==> config.mk <==
export PLATFORM = sky130hd
export DESIGN_NAME = fm_pll_i2c_frame_writer
export DESIGN_NICKNAME = d
export VERILOG_FILES = /design/src/rtl/fmpll_pkg.sv /design/src/rtl/fmpll_ctrl.sv /design/src/rtl/fmpll_dp.sv /design/src/rtl/fm_pll_i2c_frame_writer.sv
export SDC_FILE = /design/constraint.sdc
export NUM_CORES = 1
export LEC_CHECK = 0
export BUFFER_PORTS_ARGS = -buffer_cell sky130_fd_sc_hd__buf_2
export CORE_MARGIN = 5
export CORE_UTILIZATION = 35
export DETAILED_ROUTE_END_ITERATION = 8
export GPL_TIMING_DRIVEN = 0
export HOLD_SLACK_MARGIN = 0.12
export SYNTH_ARGS = -nofsm -noshare
export SYNTH_HDL_FRONTEND = slang
export SYNTH_SLANG_ARGS = --single-unit
==> constraint.sdc <==
create_clock -name clock -period 8.1 [get_ports clock]
set_input_delay 2.43 -clock clock [delete_from_list [all_inputs] [get_ports clock]]
set_output_delay 2.43 -clock clock [all_outputs]
set_load 0.01 [all_outputs]
==> src/rtl/fmpll_pkg.sv <==
`timescale 1ns / 1ps

package fmpll_pkg;

   // Request codes carried on the action field.
   typedef enum logic [1:0] {
      ACT_SET_FREQ   = 2'd0,
      ACT_SET_POWER  = 2'd1,
      ACT_SET_STEREO = 2'd2,
      ACT_QUERY      = 2'd3
   } fmpll_action_type;

   // Bus slot codes carried on the slot kind field.
   typedef enum logic [2:0] {
      SLOT_NONE  = 3'd0,
      SLOT_START = 3'd1,
      SLOT_DATA  = 3'd2,
      SLOT_ACK   = 3'd3,
      SLOT_STOP  = 3'd4
   } fmpll_slot_type;

   // Configuration register indexes.
   typedef enum logic [2:0] {
      CSR_FREQ_MIN     = 3'd0,
      CSR_FREQ_MAX     = 3'd1,
      CSR_FREQ_DEFAULT = 3'd2,
      CSR_POWER_MIN    = 3'd3,
      CSR_POWER_MAX    = 3'd4,
      CSR_PLL_ADDR     = 3'd5
   } fmpll_csr_type;

   // Byte positions within the PLL frame.
   typedef enum logic [2:0] {
      BYTE_ADDR     = 3'd0,
      BYTE_FREQ_MSB = 3'd1,
      BYTE_FREQ_LSB = 3'd2,
      BYTE_CONST    = 3'd3,
      BYTE_POWER    = 3'd4
   } fmpll_byte_type;

   localparam logic [7:0] FRAME_CONST = 8'd192;
   // Slot position within a byte that carries the acknowledge.
   localparam logic [3:0] ACK_SLOT    = 4'd8;

   // Command from the controller to the datapath.
   typedef struct packed {
      logic           take_req;   // request accepted this cycle
      logic           load_slot;  // load the result register
      fmpll_slot_type kind;
      logic           last;
      fmpll_byte_type byte_sel;
      logic [2:0]     bit_sel;    // bit index within the byte, 7 first
   } fmpll_cmd_type;

   // Status from the datapath to the controller.
   typedef struct packed {
      logic out_free;  // result register can take a new slot this cycle
   } fmpll_sts_type;

   // Lower limit is checked first, then the upper one.
   function automatic logic [15:0] clamp16(input logic [15:0] v,
                                           input logic [15:0] lo,
                                           input logic [15:0] hi);
      logic [15:0] r;
      if (v < lo) begin
         r = lo;
      end else if (v > hi) begin
         r = hi;
      end else begin
         r = v;
      end
      return r;
   endfunction

endpackage

==> src/rtl/fmpll_ctrl.sv <==
`timescale 1ns / 1ps

module fmpll_ctrl (
   input  logic                    clock,
   input  logic                    reset,
   input  logic                    req_valid,
   input  logic [1:0]              req_action,
   output logic                    req_stall,
   input  fmpll_pkg::fmpll_sts_type sts,
   output fmpll_pkg::fmpll_cmd_type cmd
);
   import fmpll_pkg::*;

   typedef enum logic [2:0] {
      ST_IDLE,
      ST_STATUS,
      ST_START,
      ST_BITS,
      ST_STOP
   } state_type;

   state_type      state_ff, state_in;
   fmpll_byte_type byte_ff, byte_in;
   logic [3:0]     slot_ff, slot_in;

   assign req_stall = (state_ff != ST_IDLE);

   always_comb begin
      state_in     = state_ff;
      byte_in      = byte_ff;
      slot_in      = slot_ff;
      cmd.take_req  = 1'b0;
      cmd.load_slot = 1'b0;
      cmd.kind      = SLOT_NONE;
      cmd.last      = 1'b0;
      cmd.byte_sel  = byte_ff;
      cmd.bit_sel   = 3'd7 - slot_ff[2:0];
      unique case (state_ff)
         ST_IDLE: begin
            if (req_valid) begin
               cmd.take_req = 1'b1;
               if (req_action == ACT_SET_STEREO || req_action == ACT_QUERY) begin
                  state_in = ST_STATUS;
               end else begin
                  state_in = ST_START;
               end
            end
         end
         ST_STATUS: begin
            cmd.kind = SLOT_NONE;
            cmd.last = 1'b1;
            if (sts.out_free) begin
               cmd.load_slot = 1'b1;
               state_in      = ST_IDLE;
            end
         end
         ST_START: begin
            cmd.kind = SLOT_START;
            if (sts.out_free) begin
               cmd.load_slot = 1'b1;
               byte_in       = BYTE_ADDR;
               slot_in       = 4'd0;
               state_in      = ST_BITS;
            end
         end
         ST_BITS: begin
            cmd.kind = (slot_ff == ACK_SLOT) ? SLOT_ACK : SLOT_DATA;
            if (sts.out_free) begin
               cmd.load_slot = 1'b1;
               if (slot_ff == ACK_SLOT) begin
                  slot_in = 4'd0;
                  if (byte_ff == BYTE_POWER) begin
                     state_in = ST_STOP;
                  end else begin
                     byte_in = fmpll_byte_type'(byte_ff + 3'd1);
                  end
               end else begin
                  slot_in = slot_ff + 4'd1;
               end
            end
         end
         ST_STOP: begin
            cmd.kind = SLOT_STOP;
            cmd.last = 1'b1;
            if (sts.out_free) begin
               cmd.load_slot = 1'b1;
               state_in      = ST_IDLE;
            end
         end
         default: begin
            state_in = ST_IDLE;
         end
      endcase
   end

   always_ff @(posedge clock) begin
      if (reset) begin
         state_ff <= ST_IDLE;
         byte_ff  <= BYTE_ADDR;
         slot_ff  <= 4'd0;
      end else begin
         state_ff <= state_in;
         byte_ff  <= byte_in;
         slot_ff  <= slot_in;
      end
   end

   a_load_when_free: assert property (@(posedge clock) disable iff (reset)
      cmd.load_slot |-> sts.out_free)
      else $error("slot loaded while the result register was occupied");

   a_take_leaves_idle: assert property (@(posedge clock) disable iff (reset)
      cmd.take_req |=> state_ff != ST_IDLE)
      else $error("request taken but the controller stayed idle");

   a_slot_range: assert property (@(posedge clock) disable iff (reset)
      slot_ff <= ACK_SLOT && byte_ff <= BYTE_POWER)
      else $error("frame position counter out of range");

endmodule

==> src/rtl/fmpll_dp.sv <==
`timescale 1ns / 1ps

module fmpll_dp (
   input  logic                     clock,
   input  logic                     reset,
   input  logic [1:0]               req_action,
   input  logic [15:0]              req_value,
   input  logic                     csr_valid,
   input  logic [2:0]               csr_index,
   input  logic [15:0]              csr_data,
   input  fmpll_pkg::fmpll_cmd_type cmd,
   output fmpll_pkg::fmpll_sts_type sts,
   output logic                     rsp_valid,
   input  logic                     rsp_stall,
   output logic [2:0]               rsp_slot_kind,
   output logic                     rsp_sda_level,
   output logic                     rsp_mono_level,
   output logic [15:0]              rsp_freq_now,
   output logic [7:0]               rsp_power_now,
   output logic                     rsp_programmed,
   output logic                     rsp_last
);
   import fmpll_pkg::*;

   logic [15:0] freq_min_ff, freq_max_ff, freq_default_ff;
   logic [7:0]  power_min_ff, power_max_ff, pll_addr_ff;

   logic [15:0] freq_ff, freq_in;
   logic [7:0]  power_ff, power_in;
   logic        programmed_ff;
   logic        mono_ff;

   logic        valid_ff;
   logic [2:0]  kind_ff;
   logic        sda_ff, mono_out_ff, prog_out_ff, last_ff;
   logic [15:0] freq_out_ff;
   logic [7:0]  power_out_ff;

   logic [15:0] freq_clamped, power_clamped;
   logic [7:0]  frame_byte;
   logic        sda_in;

   // One shared clamp for each quantity: the requested value or the stored one.
   assign freq_clamped = clamp16((req_action == ACT_SET_FREQ) ? req_value : freq_ff,
                                 freq_min_ff, freq_max_ff);
   assign power_clamped = clamp16((req_action == ACT_SET_POWER) ? req_value
                                                                : {8'd0, power_ff},
                                  {8'd0, power_min_ff}, {8'd0, power_max_ff});

   always_comb begin
      if (req_action == ACT_SET_FREQ) begin
         freq_in  = freq_clamped;
         power_in = programmed_ff ? power_clamped[7:0] : power_min_ff;
      end else begin
         freq_in  = programmed_ff ? freq_clamped : freq_default_ff;
         power_in = power_clamped[7:0];
      end
   end

   always_comb begin
      unique case (cmd.byte_sel)
         BYTE_ADDR:     frame_byte = pll_addr_ff;
         BYTE_FREQ_MSB: frame_byte = freq_ff[15:8];
         BYTE_FREQ_LSB: frame_byte = freq_ff[7:0];
         BYTE_CONST:    frame_byte = FRAME_CONST;
         BYTE_POWER:    frame_byte = power_ff;
         default:       frame_byte = FRAME_CONST;
      endcase
   end

   always_comb begin
      unique case (cmd.kind)
         SLOT_START: sda_in = 1'b0;
         SLOT_DATA:  sda_in = frame_byte[cmd.bit_sel];
         default:    sda_in = 1'b1;
      endcase
   end

   assign sts.out_free = !valid_ff || !rsp_stall;

   always_ff @(posedge clock) begin
      if (reset) begin
         freq_min_ff     <= 16'd0;
         freq_max_ff     <= 16'hFFFF;
         freq_default_ff <= 16'd0;
         power_min_ff    <= 8'd0;
         power_max_ff    <= 8'hFF;
         pll_addr_ff     <= 8'd0;
      end else if (csr_valid) begin
         unique case (csr_index)
            CSR_FREQ_MIN:     freq_min_ff     <= csr_data;
            CSR_FREQ_MAX:     freq_max_ff     <= csr_data;
            CSR_FREQ_DEFAULT: freq_default_ff <= csr_data;
            CSR_POWER_MIN:    power_min_ff    <= csr_data[7:0];
            CSR_POWER_MAX:    power_max_ff    <= csr_data[7:0];
            CSR_PLL_ADDR:     pll_addr_ff     <= csr_data[7:0];
            default: ;
         endcase
      end
   end

   always_ff @(posedge clock) begin
      if (reset) begin
         freq_ff       <= 16'd0;
         power_ff      <= 8'd0;
         programmed_ff <= 1'b0;
         mono_ff       <= 1'b0;
      end else if (cmd.take_req) begin
         if (req_action == ACT_SET_STEREO) begin
            mono_ff <= (req_value == 16'd0);
         end else if (req_action == ACT_SET_FREQ || req_action == ACT_SET_POWER) begin
            freq_ff       <= freq_in;
            power_ff      <= power_in;
            programmed_ff <= 1'b1;
         end
      end
   end

   always_ff @(posedge clock) begin
      if (reset) begin
         valid_ff <= 1'b0;
      end else if (cmd.load_slot) begin
         valid_ff <= 1'b1;
      end else if (!rsp_stall) begin
         valid_ff <= 1'b0;
      end
   end

   always_ff @(posedge clock) begin
      if (cmd.load_slot) begin
         kind_ff      <= cmd.kind;
         sda_ff       <= sda_in;
         mono_out_ff  <= mono_ff;
         freq_out_ff  <= freq_ff;
         power_out_ff <= power_ff;
         prog_out_ff  <= programmed_ff;
         last_ff      <= cmd.last;
      end
   end

   assign rsp_valid      = valid_ff;
   assign rsp_slot_kind  = kind_ff;
   assign rsp_sda_level  = sda_ff;
   assign rsp_mono_level = mono_out_ff;
   assign rsp_freq_now   = freq_out_ff;
   assign rsp_power_now  = power_out_ff;
   assign rsp_programmed = prog_out_ff;
   assign rsp_last       = last_ff;

   a_bus_slot_programmed: assert property (@(posedge clock) disable iff (reset)
      (valid_ff && kind_ff != SLOT_NONE) |-> prog_out_ff)
      else $error("bus slot emitted before any frame was programmed");

   a_last_kind: assert property (@(posedge clock) disable iff (reset)
      (valid_ff && last_ff) |-> (kind_ff == SLOT_NONE || kind_ff == SLOT_STOP))
      else $error("last marker on a slot that cannot end a request");

endmodule

==> src/rtl/fm_pll_i2c_frame_writer.sv <==
`timescale 1ns / 1ps

// FM transmitter PLL frame writer. A set-frequency or set-power request clamps
// the value against the configured limits, stores it and then sends the full
// PLL write frame as 47 bus slot results: a start, the address byte, frequency
// MSB, frequency LSB, the constant 192 and the power byte, each eight data bits
// MSB first plus one released acknowledge slot, and finally a stop. A
// set-stereo or query request gives one status result with no bus slot. Every
// result carries the stored frequency, power, mono and programmed state, and
// the final result of a request has last set. One request is handled at a
// time: a frame request occupies the block while the request is taken and the
// stored state updated and then while each slot is sent, a status request
// while it is taken and its result sent, and both wait out any stall of the
// result channel, since the controller steps through the frame one slot per
// transfer on the result channel. A new request is taken as soon as the last
// slot of the previous one sits in the result register. Configuration writes
// are always ready and should be made only while no request is in flight.
module fm_pll_i2c_frame_writer (
   input  logic        clock,
   input  logic        reset,
   input  logic        req_valid,
   output logic        req_stall,
   input  logic [1:0]  req_action,
   input  logic [15:0] req_value,
   output logic        rsp_valid,
   input  logic        rsp_stall,
   output logic [2:0]  rsp_slot_kind,
   output logic        rsp_sda_level,
   output logic        rsp_mono_level,
   output logic [15:0] rsp_freq_now,
   output logic [7:0]  rsp_power_now,
   output logic        rsp_programmed,
   output logic        rsp_last,
   input  logic        csr_valid,
   output logic        csr_ready,
   input  logic [2:0]  csr_index,
   input  logic [15:0] csr_data
);
   import fmpll_pkg::*;

   fmpll_cmd_type cmd;
   fmpll_sts_type sts;

   // The register file never back-pressures a write.
   assign csr_ready = 1'b1;

   fmpll_ctrl u_ctrl (
      .clock      (clock),
      .reset      (reset),
      .req_valid  (req_valid),
      .req_action (req_action),
      .req_stall  (req_stall),
      .sts        (sts),
      .cmd        (cmd)
   );

   fmpll_dp u_dp (
      .clock          (clock),
      .reset          (reset),
      .req_action     (req_action),
      .req_value      (req_value),
      .csr_valid      (csr_valid && csr_ready),
      .csr_index      (csr_index),
      .csr_data       (csr_data),
      .cmd            (cmd),
      .sts            (sts),
      .rsp_valid      (rsp_valid),
      .rsp_stall      (rsp_stall),
      .rsp_slot_kind  (rsp_slot_kind),
      .rsp_sda_level  (rsp_sda_level),
      .rsp_mono_level (rsp_mono_level),
      .rsp_freq_now   (rsp_freq_now),
      .rsp_power_now  (rsp_power_now),
      .rsp_programmed (rsp_programmed),
      .rsp_last       (rsp_last)
   );

endmodule
Word-level counts from Yosys, hierarchy flattened --
Index checks and enable logic that the tools add are counted.
Word-level totals: latch bits 0, ROM bits 0, memory bits (writable) 0, memories 0, input bits 42, word-level logic and storage cells 118, output and inout bits 34, register bits 140
Cells by class: add/sub/neg operators 3, divide/modulo/power cells 0, shifts and indexed selects 0, reduce and logical (&&, ||, !) cells 24, $lt $le $gt $ge 5, multiply operators 0, eq/ne operators 26, mux-type cells 38, bitwise logic cells 1
Operators by type and width (number):
- $mux W16 | 6
- $mux W8 | 4
- $pmux W8 S4 | 1
- $mux W3 | 9
- $eq A3 B2 Y1 const B | 6
- $gt A16 B16 Y1 | 1
- $gt A16 B8 Y1 | 1
- $logic_not A16 Y1 | 1
- $lt A16 B16 Y1 | 1
- $lt A16 B8 Y1 | 1
- $pmux W4 S4 | 1
- $reduce_and A2 Y1 | 7
- $eq A3 B1 Y1 const B | 4
- $eq A3 B3 Y1 const B | 4
- $mux W4 | 3
- $pmux W3 S4 | 1
- $logic_not A3 Y1 | 3
- $mux W1 | 8
- $ne A2 B1 Y1 const B | 4
- $ne A2 B2 Y1 const B | 4
- $pmux W4 S2 | 1
- $pmux W3 S2 | 1
- $reduce_and A3 Y1 | 2
- $reduce_and A6 Y1 | 1
- other kinds (18) | 22

Longest topological paths before layout --
Gate-level depths: netlist (run 1).
word-level depth 7, mapped depth 13

Cells and area by module --
From an unflattened synthesis (run 1), not the netlist that was laid out.
Unflattened totals: cell total of the unflattened synthesis 926, area total of the unflattened synthesis 8003.9 µm²
By module, submodules not included:
- fmpll_dp | instances 1, area an instance 7257.0 µm², sequential area each 2912.8 µm², cells an instance 838
- fmpll_ctrl | instances 1, area an instance 735.7 µm², sequential area each 200.2 µm², cells an instance 86
- fm_pll_i2c_frame_writer | instances 1, area an instance 11.3 µm², sequential area each 0.0 µm², cells an instance 2

Worst setup path after synthesis (run 1) --
Ideal clock, no wire load.
kind input-to-reg, start in req_action[0], end reg u_dp.freq_ff[10], path buffers 4, setup slack 2.716 ns, stages on the path 13, data arrival time 5.264 ns, cells stage by stage nor2_4 buf_1 mux2_2 ha_1 nand4_2 nor3_1 or3_1 clkbuf_1 or3_1 buf_4 buf_4 o211ai_1 o21ai_1
On the way: cells in the longest elaborated chain, start to end 7, elaborated cells between the ends (all ways) 13, classes of those cells 2 x order compare; 2 x eq/ne; 5 x mux; 1 x bitwise; 3 x reduce/logical
Ends and longest elaborated chain:
- start: declaration | line fm_pll_i2c_frame_writer.sv:23 | input logic [1:0] req_action,
- $logic_not A2 Y1 | line fmpll_dp.sv:44, fmpll_dp.sv:51, fmpll_dp.sv:111
- $mux W16 | line fmpll_dp.sv:44 | assign freq_clamped = clamp16((req_action == ACT_SET_FREQ) ? req_value : freq_ff,
- $gt A16 B16 Y1 | line fmpll_pkg.sv:67 | end else if (v > hi) begin
- $mux W16 | line fmpll_pkg.sv:67
- $mux W16 | line fmpll_pkg.sv:65 | if (v < lo) begin
- $mux W16 | line fmpll_dp.sv:55 | freq_in = programmed_ff ? freq_clamped : freq_default_ff;
- $mux W16 | line fmpll_dp.sv:51 | if (req_action == ACT_SET_FREQ) begin
- end signal: assignment | line fmpll_dp.sv:112 | freq_ff <= freq_in;
- end: declaration | line fmpll_dp.sv:28 | logic [15:0] freq_ff, freq_in;
Parallel ways exist; a longest one is shown, timed or not. A chain may end at the register's enable or synchronous reset.

Final worst setup path (run 1) --
start in req_action[0], end reg u_dp.freq_ff[15]
Same word-level chain as after synthesis.

==> results of run 1 <==
[worst register-to-register path: cells and delay by family, from the launching register on]
kind | cells | cell delay (ns)
buf+inv | 1 | 0.40
fa+ha+maj | 1 | 0.33
flops | 1 | 0.39
compound gates | 4 | 0.76
mux | 1 | 0.37
simple gates | 2 | 0.75
[metal layers]
metal	vias to the layer above	part of all wire [%]
li1	3812	-
met3	51	5.3
met1	3597	45
met4	0	2.6
met2	228	47
met5	-	0
[registers in the layout, summed over array words and instances (netlist names), 4 cells and up]
signal,cells
u_dp.freq_min_ff,16
u_dp.rsp_power_now,8
u_dp.freq_default_ff,16
u_dp.rsp_freq_now,16
u_dp.freq_ff,16
u_dp.power_max_ff,8
u_dp.power_min_ff,8
u_dp.power_ff,8
u_dp.freq_max_ff,16
u_dp.pll_addr_ff,8
u_ctrl.slot_ff,4
[cell type report]
type                            instances  area, µm²
Fill cell                            2356      13700
Sequential cell                       140       3110
Clock inverter                         12        159
Buffer                                 69        313
Multi-Input combinational cell        713       4490
Clock buffer                           20        457
Timing Repair Buffer                   73        365
Inverter                               87        327
Tap cell                              319        399
[power by group]
| part | total [µW] | switching (µW) | internal, µW |
|---|---|---|---|
| logic | 418 | 272 | 146 |
| clock network | 826 | 323 | 503 |
| registers | 818 | 38.9 | 779 |
| total | 2060 | 634 | 1430 |
[how the worst max path moves through the flow]
stage                              from          endpoint  depth (start not counted)
final                     req_action[0]  u_dp.freq_ff[15]                         12
after global routing      req_action[0]  u_dp.freq_ff[12]                         12
after global placement    req_action[0]  u_dp.freq_ff[12]                         12
after detailed placement  req_action[0]  u_dp.freq_ff[12]                         12
after CTS                 req_action[0]  u_dp.freq_ff[12]                         12
after floorplan           req_action[0]  u_dp.freq_ff[10]                         13
[per-stage QoR]
| stage | cell area (µm²) | utilization, % | total power, µW |
|---|---|---|---|
| 2_1_floorplan | 8230 | - | 1090 |
| 3_3_place_gp | 9000 | 38.6 | 1240 |
| 3_5_place_dp | 9010 | 38.6 | 1250 |
| 4_1_cts | 9620 | 41.2 | 2070 |
| 5_1_grt | 9620 | 41.2 | 2150 |
| 6_report | 9620 | 41.2 | 2060 |
[cells in the final DEF (no fill, tap or decap), types with 4 or more instances in the layout]
master and count:
nand2_1 171, a21oi_1 130, dfxtp_1 109, inv_1 87, buf_2 76, ha_1 52
clkbuf_1 51, o211ai_1 47, nor2_1 41, edfxtp_1 31, o21ai_0 26, a31oi_1 26
mux2_2 24, o31ai_1 24, nor4_1 20, clkbuf_16 17, a211o_1 16, o21ai_1 16
mux2i_1 11, nor3_1 9, a21oi_2 9, nor2b_1 8, nand3_1 8, buf_1 7
nand4_1 7, a222oi_1 6, a211oi_1 6, buf_6 5, or3_1 5, nand2b_1 4
[cells by family (layout without fill, tap and decap cells)]
group / count (synthesis) / after routing
AND/OR/NAND/NOR: 292 / 292
flip-flops: 140 / 140
other: 1 / 1
buffers and inverters: 156 / 261
multiplexers: 35 / 35
AO/OA/AOI/OAI: 332 / 332
XOR/XNOR: 1 / 1
adder cells (fa/ha/maj): 52 / 52
[synthesized netlist by cell type, drive strengths merged, types with 18 or more instances]
cell type / number
nand2: 171
a21oi: 139
dfxtp: 109
inv: 87
ha: 52
clkbuf: 51
o211ai: 47
nor2: 44
o21ai: 42
edfxtp: 31
a31oi: 26
mux2: 24
o31ai: 24
nor4: 21
buf: 18
==> flow_summary_export.csv, run 1 <==
group,metric,value,unit
drt,finalWirelength,26.4,mm
critical_path,r2r-end,"u_dp.freq_ff[15]",
critical_path,r2r_slack,4.99,ns
clock_tree,clk_pin_slew,0.06,ns
timing,finalSetupTns,0,ns
clock_tree,clockRootBuffer,"clkbuf_16",
clock_tree,htree_levels,4,
drt,avgViaCountPerCell,5.36,
floorplanning,coreArea,0.0233,mm²
synthesis,yosys.area_share.simple,16.1,%
critical_path,critical_path_buf_inv_count,3,
drt,detail-route-antenna-nets,0,
clock_tree,clk-insertion-delay-late,0.44,ns
placed_design,pre_cts_slack,1.91,ns
critical_path,worstRegToRegCells,9,
synthesis,yosysWarnings,0,
clock_tree,cts_resized,0,
placed_design,hpwl,20.3,mm
critical_path,worstSetupEndpointType,"flop",
placed_design,gp_congestion,0.892,
timing,slew_violations,0,
timing,holdWs,0.454,ns
drt,first_pass_iters,6,
clock_tree,cts_made_buffers,17,
synthesis,async_reset_ff_share,0,%
worst_hold_path,hold_end,"u_dp.freq_min_ff[8]",
floorplanning,start_util,35.3,%
drt,wire_per_inst,18.4,µm
worst_hold_path,hold_depth,2,
critical_path,required,8.42,ns
grt,grt_busiest_layer,"met2",
pwr,peakVddDrop,0.000162,V
synthesis,syn_area_per_cell,8.16,µm²
floorplanning,io_pins,76,
synthesis,synth.distinct_cells,64,
pwr,powerDensity,214,mW/mm²
synthesis,syn_nets,1103,
timing,rsz0062_at_grt,"false",
synthesis,synth_top_family_by_area,"compound AO/OA/AOI/OAI gates",
floorplanning,die_y,163,µm
critical_path,crit_slowest_cell,"nor4_4",
synthesis,synth-xor-area-share,0.106,%
placed_design,portBuffers,73,
grt,use_met2,32.7,%
synthesis,synthCells,1009,
timing,fmax,0.173,GHz
grt,gr-total-overflow,0,
final_layout,nets,1195,
synthesis,synth_edf_count,31,
critical_path,start_kind,"input port",
drt,drt_iter0_drc,548,
synthesis,yosys.area.top_type_share,26.5,%
clock_tree,cts_tree,"yes",
clock_tree,cts_sinks,140,
critical_path,crit_chain,"buf_2, nor2_4, buf_1, mux2_2, ha_1, nand4_2, nor4_4, a21boi_4, clkbuf_1, o31ai_1, o211ai_1, o21ai_1",
worst_hold_path,holdCritStartpoint,"u_dp.freq_min_ff[8]",
clock_tree,cts_hold_buf,0,
final_layout,syn2layout_area_growth,16.9,%
critical_path,cp_max_fo,10,
synthesis,syn_area,0.00823,mm²
synthesis,yosysSeqAreaShare,37.8,%
synthesis,synth_seq_cells,140,
flow_run,maxCapViolCount,0,
final_layout,insertedDiodeCount,0,
floorplanning,die_w,163,µm
floorplanning,placementRows,56,
status,status,"complete, no violations",
drt,drcViolationCount,0,
critical_path,path_class,"input port to flop",
grt,grtUsageMet3,3.33,%
clock_tree,post_cts_buffers,0,
grt,grt_start_max_net_pins,32,
timing,fin_ws,2.33,ns
grt,grt_antenna_before_repair,0,
clock_tree,cts_buffer_depth,2,
timing,final-setup-viol-count,0,
critical_path,cp_top_family,"buffers and inverters",
critical_path,cp.arrival,6.09,ns
synthesis,synthTopCellsByArea,"dfxtp_1, edfxtp_1, a21oi_1",
synthesis,muxShareOfSynthArea,4.62,%
grt,grt_pass1_vias,7268,
drt,vias,7688,
timing,tightest_slew,0.940,ns
synthesis,ys.flop_type,"dfxtp_1",
timing,period_share,71.3,%
grt,grt_usage,19.8,%
critical_path,critPathMaxStageDelay,0.58,ns
timing,hold_viol,0,
final_layout,drive_above_1_share,14.4,%
placed_design,dp.cells,1401,
pwr,p_leak,0.00376,µW
grt,grt_pass1_wl,41.0,mm
synthesis,synth_compound_area_share,25.6,%
final_layout,fin_cells,1433,
floorplanning,die_area,0.0267,mm²
synthesis,synth_top_cell_by_area,"dfxtp_1",
worst_hold_path,min_path_type,"flop to flop",
timing,period_minus_slack,5.77,ns
synthesis,synthAdderAreaFrac,7.90,%
timing,slew-limit-headroom,36.8,%
critical_path,r2r_start,"u_dp.freq_ff[14]",
timing,finClkSkew,0.0107,ns
grt,gr-usage-met1,26.3,%
Note: power is estimated with default switching activity, not from simulation.
==> run 2: changes to the inputs <==
--- a/config.mk
+++ b/config.mk
@@ -5,6 +5,7 @@
 export SDC_FILE = /design/constraint.sdc
 export NUM_CORES = 1
 export LEC_CHECK = 0
+export ABC_AREA = 1
 export BUFFER_PORTS_ARGS = -buffer_cell sky130_fd_sc_hd__buf_2
 export CORE_MARGIN = 5
 export CORE_UTILIZATION = 35
==> constraint.sdc (replaced) <==
create_clock -name clock -period 4.9 [get_ports clock]
set_input_delay 1.47 -clock clock [delete_from_list [all_inputs] [get_ports clock]]
set_output_delay 1.47 -clock clock [all_outputs]
set_load 0.01 [all_outputs]
==> run 2 against run 1 <==
Clock power increased by 62%. Setup slack got worse by 1.6 ns. Non-clock buffer count fell by 27. Synthesized area is 6.9% lower. Synthesized cell count rose by 2.8%. Cell count fell by 0.70%. Clock skew fell by 0.0022 ns. Critical path type unchanged. Largest power group is now registers.
==> flow_summary_export.csv, run 2 <==
group,metric,value,unit
synthesis,synth.distinct_cells,43,
synthesis,synthTopCellsByArea,"dfxtp_1, edfxtp_1, nand2_1",
timing,tightest_slew,0.923,ns
timing,period_share,85.1,%
clock_tree,post_cts_buffers,0,
synthesis,yosysSeqAreaShare,40.6,%
timing,slew_violations,0,
grt,gr-total-overflow,0,
clock_tree,cts_hold_buf,0,
timing,period_minus_slack,4.17,ns
worst_hold_path,hold_end,"u_dp.freq_default_ff[5]",
critical_path,worstSetupEndpointType,"flop",
timing,rsz0062_at_grt,"false",
status,status,"complete, no violations",
timing,finClkSkew,0.00857,ns
grt,grt_pass1_wl,36.8,mm
grt,grt_start_max_net_pins,32,
synthesis,synth_seq_cells,140,
flow_run,maxCapViolCount,0,
synthesis,synth_commonest_cells,"nand2_1, inv_1, dfxtp_1",
timing,finalSetupTns,0,ns
floorplanning,start_util,35.3,%
synthesis,ys.flop_type,"dfxtp_1",
clock_tree,clk_pin_slew,0.06,ns
synthesis,synthCells,1037,
clock_tree,cts_made_buffers,17,
pwr,powerDensity,434,mW/mm²
clock_tree,cts_resized,0,
pwr,p_leak,0.00395,µW
drt,drt_iter0_drc,502,
critical_path,path_class,"input port to flop",
synthesis,yosys.area.top_type_share,28.5,%
synthesis,synth.most_common_cell,"nand2_1",
grt,grt_pass1_vias,6644,
drt,vias,7180,
clock_tree,clk-insertion-delay-late,0.43,ns
critical_path,critPathMaxStageDelay,0.43,ns
clock_tree,cts_tree,"yes",
placed_design,portBuffers,74,
drt,detail-route-antenna-nets,0,
worst_hold_path,holdCritStartpoint,"u_dp.freq_default_ff[5]",
critical_path,worstRegToRegCells,12,
final_layout,syn2layout_area_growth,17.5,%
critical_path,cp_max_fo,10,
synthesis,syn_area_per_cell,7.39,µm²
synthesis,synth_top_cell_by_area,"dfxtp_1",
critical_path,crit_slowest_cell,"ha_1",
clock_tree,cts_sinks,140,
floorplanning,die_area,0.0250,mm²
synthesis,yosysWarnings,0,
drt,first_pass_iters,5,
floorplanning,placementRows,54,
timing,fmax,0.240,GHz
floorplanning,die_y,158,µm
placed_design,gp_congestion,0.897,
worst_hold_path,hold_depth,2,
final_layout,layout_common_cells,"nand2_1, inv_1, dfxtp_1",
final_layout,fillers,2219,
final_layout,nets,1224,
critical_path,start_kind,"input port",
critical_path,r2r_slack,1.89,ns
pwr,peakVddDrop,0.000179,V
timing,slew-limit-headroom,38.3,%
synthesis,synth_edf_count,31,
clock_tree,cts_buffer_depth,2,
timing,holdWs,0.453,ns
critical_path,r2r-end,"u_dp.freq_ff[6]",
final_layout,insertedDiodeCount,0,
timing,final-setup-viol-count,0,
placed_design,hpwl,18.5,mm
critical_path,r2r_start,"u_dp.freq_ff[15]",
floorplanning,io_pins,76,
worst_hold_path,min_path_type,"flop to flop",
pwr,p_sw_share,33.2,%
grt,grt_usage,19.2,%
critical_path,required,5.19,ns
critical_path,crit_chain,"buf_2, nor2_2, clkbuf_1, o21ai_0, ha_1, nand4_1, nor2_1, nand4_2, clkbuf_1, nand3_1, nand2_1, nand2_2, nand3_1, nand2_1, a21oi_2",
critical_path,cp.arrival,4.46,ns
final_layout,drive_above_1_share,13.6,%
drt,wire_per_inst,16.5,µm
synthesis,async_reset_ff_share,0,%
synthesis,syn_nets,1131,
floorplanning,coreArea,0.0217,mm²
clock_tree,htree_levels,4,
pwr,power.switching,1300,µW
pwr,p_seq_share,38.9,%
clock_tree,clockRootBuffer,"clkbuf_16",
drt,avgViaCountPerCell,5.05,
final_layout,final_common_cell,"nand2_1",
floorplanning,die_w,158,µm
drt,drcViolationCount,0,
pwr,clkPwrFrac,34.4,%
drt,finalWirelength,23.5,mm
pwr,share_comb_of_total_power,26.7,%
timing,hold_viol,0,
synthesis,syn_area,0.00766,mm²
pwr,p_int,2610,µW
grt,grt_antenna_before_repair,0,
[run 2: cell types whose count changed after synthesis, moves of 18 or more]
cell,change
nand3_1,+76
o31ai_1,-23
nand2_1,+61
a31oi_1,-25
mux2_2,-24
o211ai_1,-23
a21oi_1,-41
nor2_1,+56
inv_1,+30
clkbuf_1,-20
nor4_1,-18
o21ai_0,+56
[run 2: worst max-delay path by stage]
stage,to,depth (start not counted),startpoint,slack (ns)
floorplan,u_dp.freq_ff[10],16,req_action[0],1.26
global placement,u_dp.freq_ff[15],15,req_action[0],0.32
detailed placement,u_dp.freq_ff[15],15,req_action[0],0.33
CTS,u_dp.freq_ff[15],15,req_action[0],0.77
global route,u_dp.freq_ff[15],15,req_action[0],0.44
finish,u_dp.freq_ff[6],15,req_action[0],0.73
[run 2: cells by family after synthesis]
| group | after synthesis | share of synthesized area, % |
|---|---|---|
| other | 1 | 0.0489 |
| and+or+nand+nor | 451 | 25.1 |
| DFF | 140 | 40.6 |
| adders and majority gates | 52 | 8.49 |
| xor gates and xnor gates | 2 | 0.229 |
| AOI/OAI and AO/OA | 228 | 17.0 |
| buffers and inverters | 163 | 8.52 |
[run 2: area by class of cell]
class | instances | area [µm²] | area share, %
Inverter | 122 | 458 | 5.08
Timing Repair Buffer | 74 | 370 | 4.11
Tap cell | 280 | 350 | 3.89
Clock buffer | 22 | 475 | 5.28
Multi-Input combinational cell | 734 | 3910 | 43.4
Clock inverter | 10 | 138 | 1.53
Sequential cell | 140 | 3110 | 34.6
Buffer | 41 | 195 | 2.17
[run 2: worst max-delay path: cells and delay by family]
kind | cells | cell delay (ns)
compound gates | 2 | 0.42
buf+inv | 3 | 0.79
fa+ha+maj | 1 | 0.43
simple gates | 9 | 1.34
[run 2: power groups by stage]
stage,Combinational [µW],Sequential [µW],Clock (µW)
3_5_place_dp,1050,1540,0
4_1_cts,1050,1520,1360
2_1_floorplan,599,1610,0
6_report,1040,1520,1340
3_3_place_gp,1030,1550,0
5_1_grt,1170,1540,1420
[run 2: layer usage]
metal	GRT usage [%]	vias up	wire length [µm]
li1	-	3641	-
met5	0	-	0
met2	31.8	201	11100
met3	3.96	48	1320
met1	24.7	3290	10400
met4	7.11	0	694
[run 2: stage by stage]
stage	util [%]	setup WS [ns]	std cells	power, µW	cell area [µm²]
after detailed placement	38.7	0.330	1391	2590	8390
after global placement	38.7	0.322	1391	2590	8390
after CTS	41.5	0.775	1423	3940	9010
final	41.5	0.732	1423	3910	9010
after floorplan	-	1.26	1037	2210	7660
after global routing	41.5	0.440	1423	4140	9010
==> run 3: changes to the inputs <==
--- a/config.mk
+++ b/config.mk
@@ -5,7 +5,6 @@
 export SDC_FILE = /design/constraint.sdc
 export NUM_CORES = 1
 export LEC_CHECK = 0
-export ABC_AREA = 1
 export BUFFER_PORTS_ARGS = -buffer_cell sky130_fd_sc_hd__buf_2
 export CORE_MARGIN = 5
 export CORE_UTILIZATION = 35
==> run 3 against run 2 <==
First-iteration DRC count up 5.2%. Clock power about the same. Setup slack got worse by 0.27 ns. Sequential cell count unchanged. Clock skew grew 0.0051 ns. Final area up 6.8%. Sequential power decreased by 11%. Critical path depth is 4 lower.
==> flow_summary_export.csv, run 3 (synthesis gave the netlist of run 1 again) <==
group,metric,value,unit
status,status,"complete, no violations",
clock_tree,clk_pin_slew,0.06,ns
timing,hold_viol,0,
grt,gr-usage-met1,26.3,%
drt,drt_iter0_drc,528,
critical_path,worstRegToRegCells,9,
timing,finClkSkew,0.0136,ns
grt,grt_busiest_layer,"met2",
final_layout,fin_cells,1432,
placed_design,portBuffers,73,
drt,detail-route-antenna-nets,0,
final_layout,fillers,2356,
final_layout,utilization,41.2,%
timing,final-setup-viol-count,0,
final_layout,final_common_cell,"nand2_1",
clock_tree,clockRootBuffer,"clkbuf_16",
floorplanning,die_area,0.0267,mm²
drt,finalWirelength,26.2,mm
critical_path,startpoint,"req_action[0]",
drt,first_pass_iters,5,
critical_path,r2r-end,"u_dp.freq_ff[14]",
pwr,powerDensity,354,mW/mm²
grt,grt_usage,19.8,%
final_layout,drive_above_1_share,14.4,%
floorplanning,die_y,163,µm
placed_design,hpwl,20.3,mm
drt,vias,7663,
timing,tightest_slew,0.975,ns
floorplanning,placementRows,56,
timing,slew_violations,0,
drt,wire_per_inst,18.3,µm
critical_path,cp.arrival,4.77,ns
floorplanning,coreArea,0.0233,mm²
flow_run,maxCapViolCount,0,
critical_path,cp_max_fo,16,
clock_tree,cts_buffer_depth,2,
pwr,peakVddDrop,0.000268,V
final_layout,insertedDiodeCount,0,
drt,avgViaCountPerCell,5.35,
clock_tree,cts_sinks,140,
grt,grt_antenna_before_repair,0,
final_layout,syn2layout_area_growth,16.8,%
critical_path,path_class,"input port to flop",
timing,fmax,0.225,GHz
critical_path,worstSetupEndpointType,"flop",
clock_tree,htree_levels,4,
final_layout,multi_input_area,0.00449,mm²
worst_hold_path,min_path_type,"flop to flop",
clock_tree,cts_tree,"yes",
clock_tree,cts_resized,0,
drt,drcViolationCount,0,
clock_tree,cts_hold_buf,0,
critical_path,required,5.23,ns
placed_design,dp.cells,1401,
clock_tree,clk-insertion-delay-late,0.44,ns
pwr,p_leak,0.00375,µW
floorplanning,start_util,35.3,%
grt,grt_start_max_net_pins,32,
placed_design,gp_congestion,0.892,
timing,holdWs,0.454,ns
final_layout,nets,1194,
timing,period_minus_slack,4.44,ns
floorplanning,io_pins,76,
timing,period_share,90.7,%
clock_tree,cts_made_buffers,17,
grt,grt_pass1_vias,7268,
grt,grt_pass1_wl,41.0,mm
critical_path,endpoint,"u_dp.freq_ff[14]",
grt,use_met2,32.7,%
floorplanning,die_w,163,µm
final_layout,layout_common_cells,"nand2_1, a21oi_1, dfxtp_1",
critical_path,r2r_slack,1.79,ns
timing,rsz0062_at_grt,"false",
final_layout,seqCellArea,0.00311,mm²
timing,slew-limit-headroom,34.5,%
grt,gr-total-overflow,0,
grt,grtUsageMet3,3.33,%
clock_tree,post_cts_buffers,0,
critical_path,r2r_start,"u_dp.freq_ff[14]",
critical_path,start_kind,"input port",
run 3: where the power goes:
| part | internal (µW) | switching [µW] | total [µW] |
|---|---|---|---|
| combinational | 242 | 447 | 689 |
| clock | 831 | 538 | 1370 |
| sequential | 1290 | 63.9 | 1350 |
| total | 2360 | 1050 | 3410 |
run 3: area by class of cell:
type	count	area share, %
buffer	68	3.21
clock buffer	20	4.75
clock inverter	12	1.65
inverter	87	3.40
multi-input combinational	713	46.7
sequential	140	32.4
tap	319	4.15
timing repair buffer	73	3.80
run 3: how the worst min path moves through the flow:
stage / start / end / slack (ns) / depth (start not counted)
finish: u_dp.mono_ff / u_dp.rsp_mono_level / 0.45 / 0
global route: u_dp.mono_ff / u_dp.rsp_mono_level / 0.46 / 0
CTS: u_dp.mono_ff / u_dp.rsp_mono_level / 0.45 / 0
detailed placement: u_dp.mono_ff / u_dp.rsp_mono_level / 0.43 / 0
global placement: u_dp.mono_ff / u_dp.rsp_mono_level / 0.44 / 0
floorplan: u_dp.mono_ff / u_dp.rsp_mono_level / 0.41 / 0
run 3: critical path, stage by stage:
cell,delay (ns)
buf_2,0.17
nor2_4,0.41
mux2_2,0.44
ha_1,0.34
nand4_2,0.18
nor4_4,0.58
a21boi_4,0.37
clkbuf_1,0.40
o31ai_1,0.19
o211ai_1,0.13
o21ai_1,0.07
run 3: routing by layer:
| metal | wire length, µm | part of all wire (%) |
|---|---|---|
| met4 | 676 | 2.6 |
| met5 | 0 | 0 |
| met3 | 1430 | 5.5 |
| met1 | 11800 | 45 |
| met2 | 12300 | 47 |
run 3: metrics by stage:
stage               TNS, ns  instance area (µm²)  power (µW)  worst slack [ns]
floorplan                 0                 8230        1810             0.476
global placement      -3.03                 9000        2050            -0.325
detailed placement    -2.98                 9010        2060            -0.326
CTS                       0                 9620        3410             0.101
global route              0                 9620        3550             0.196
finish                    0                 9620        3410             0.458
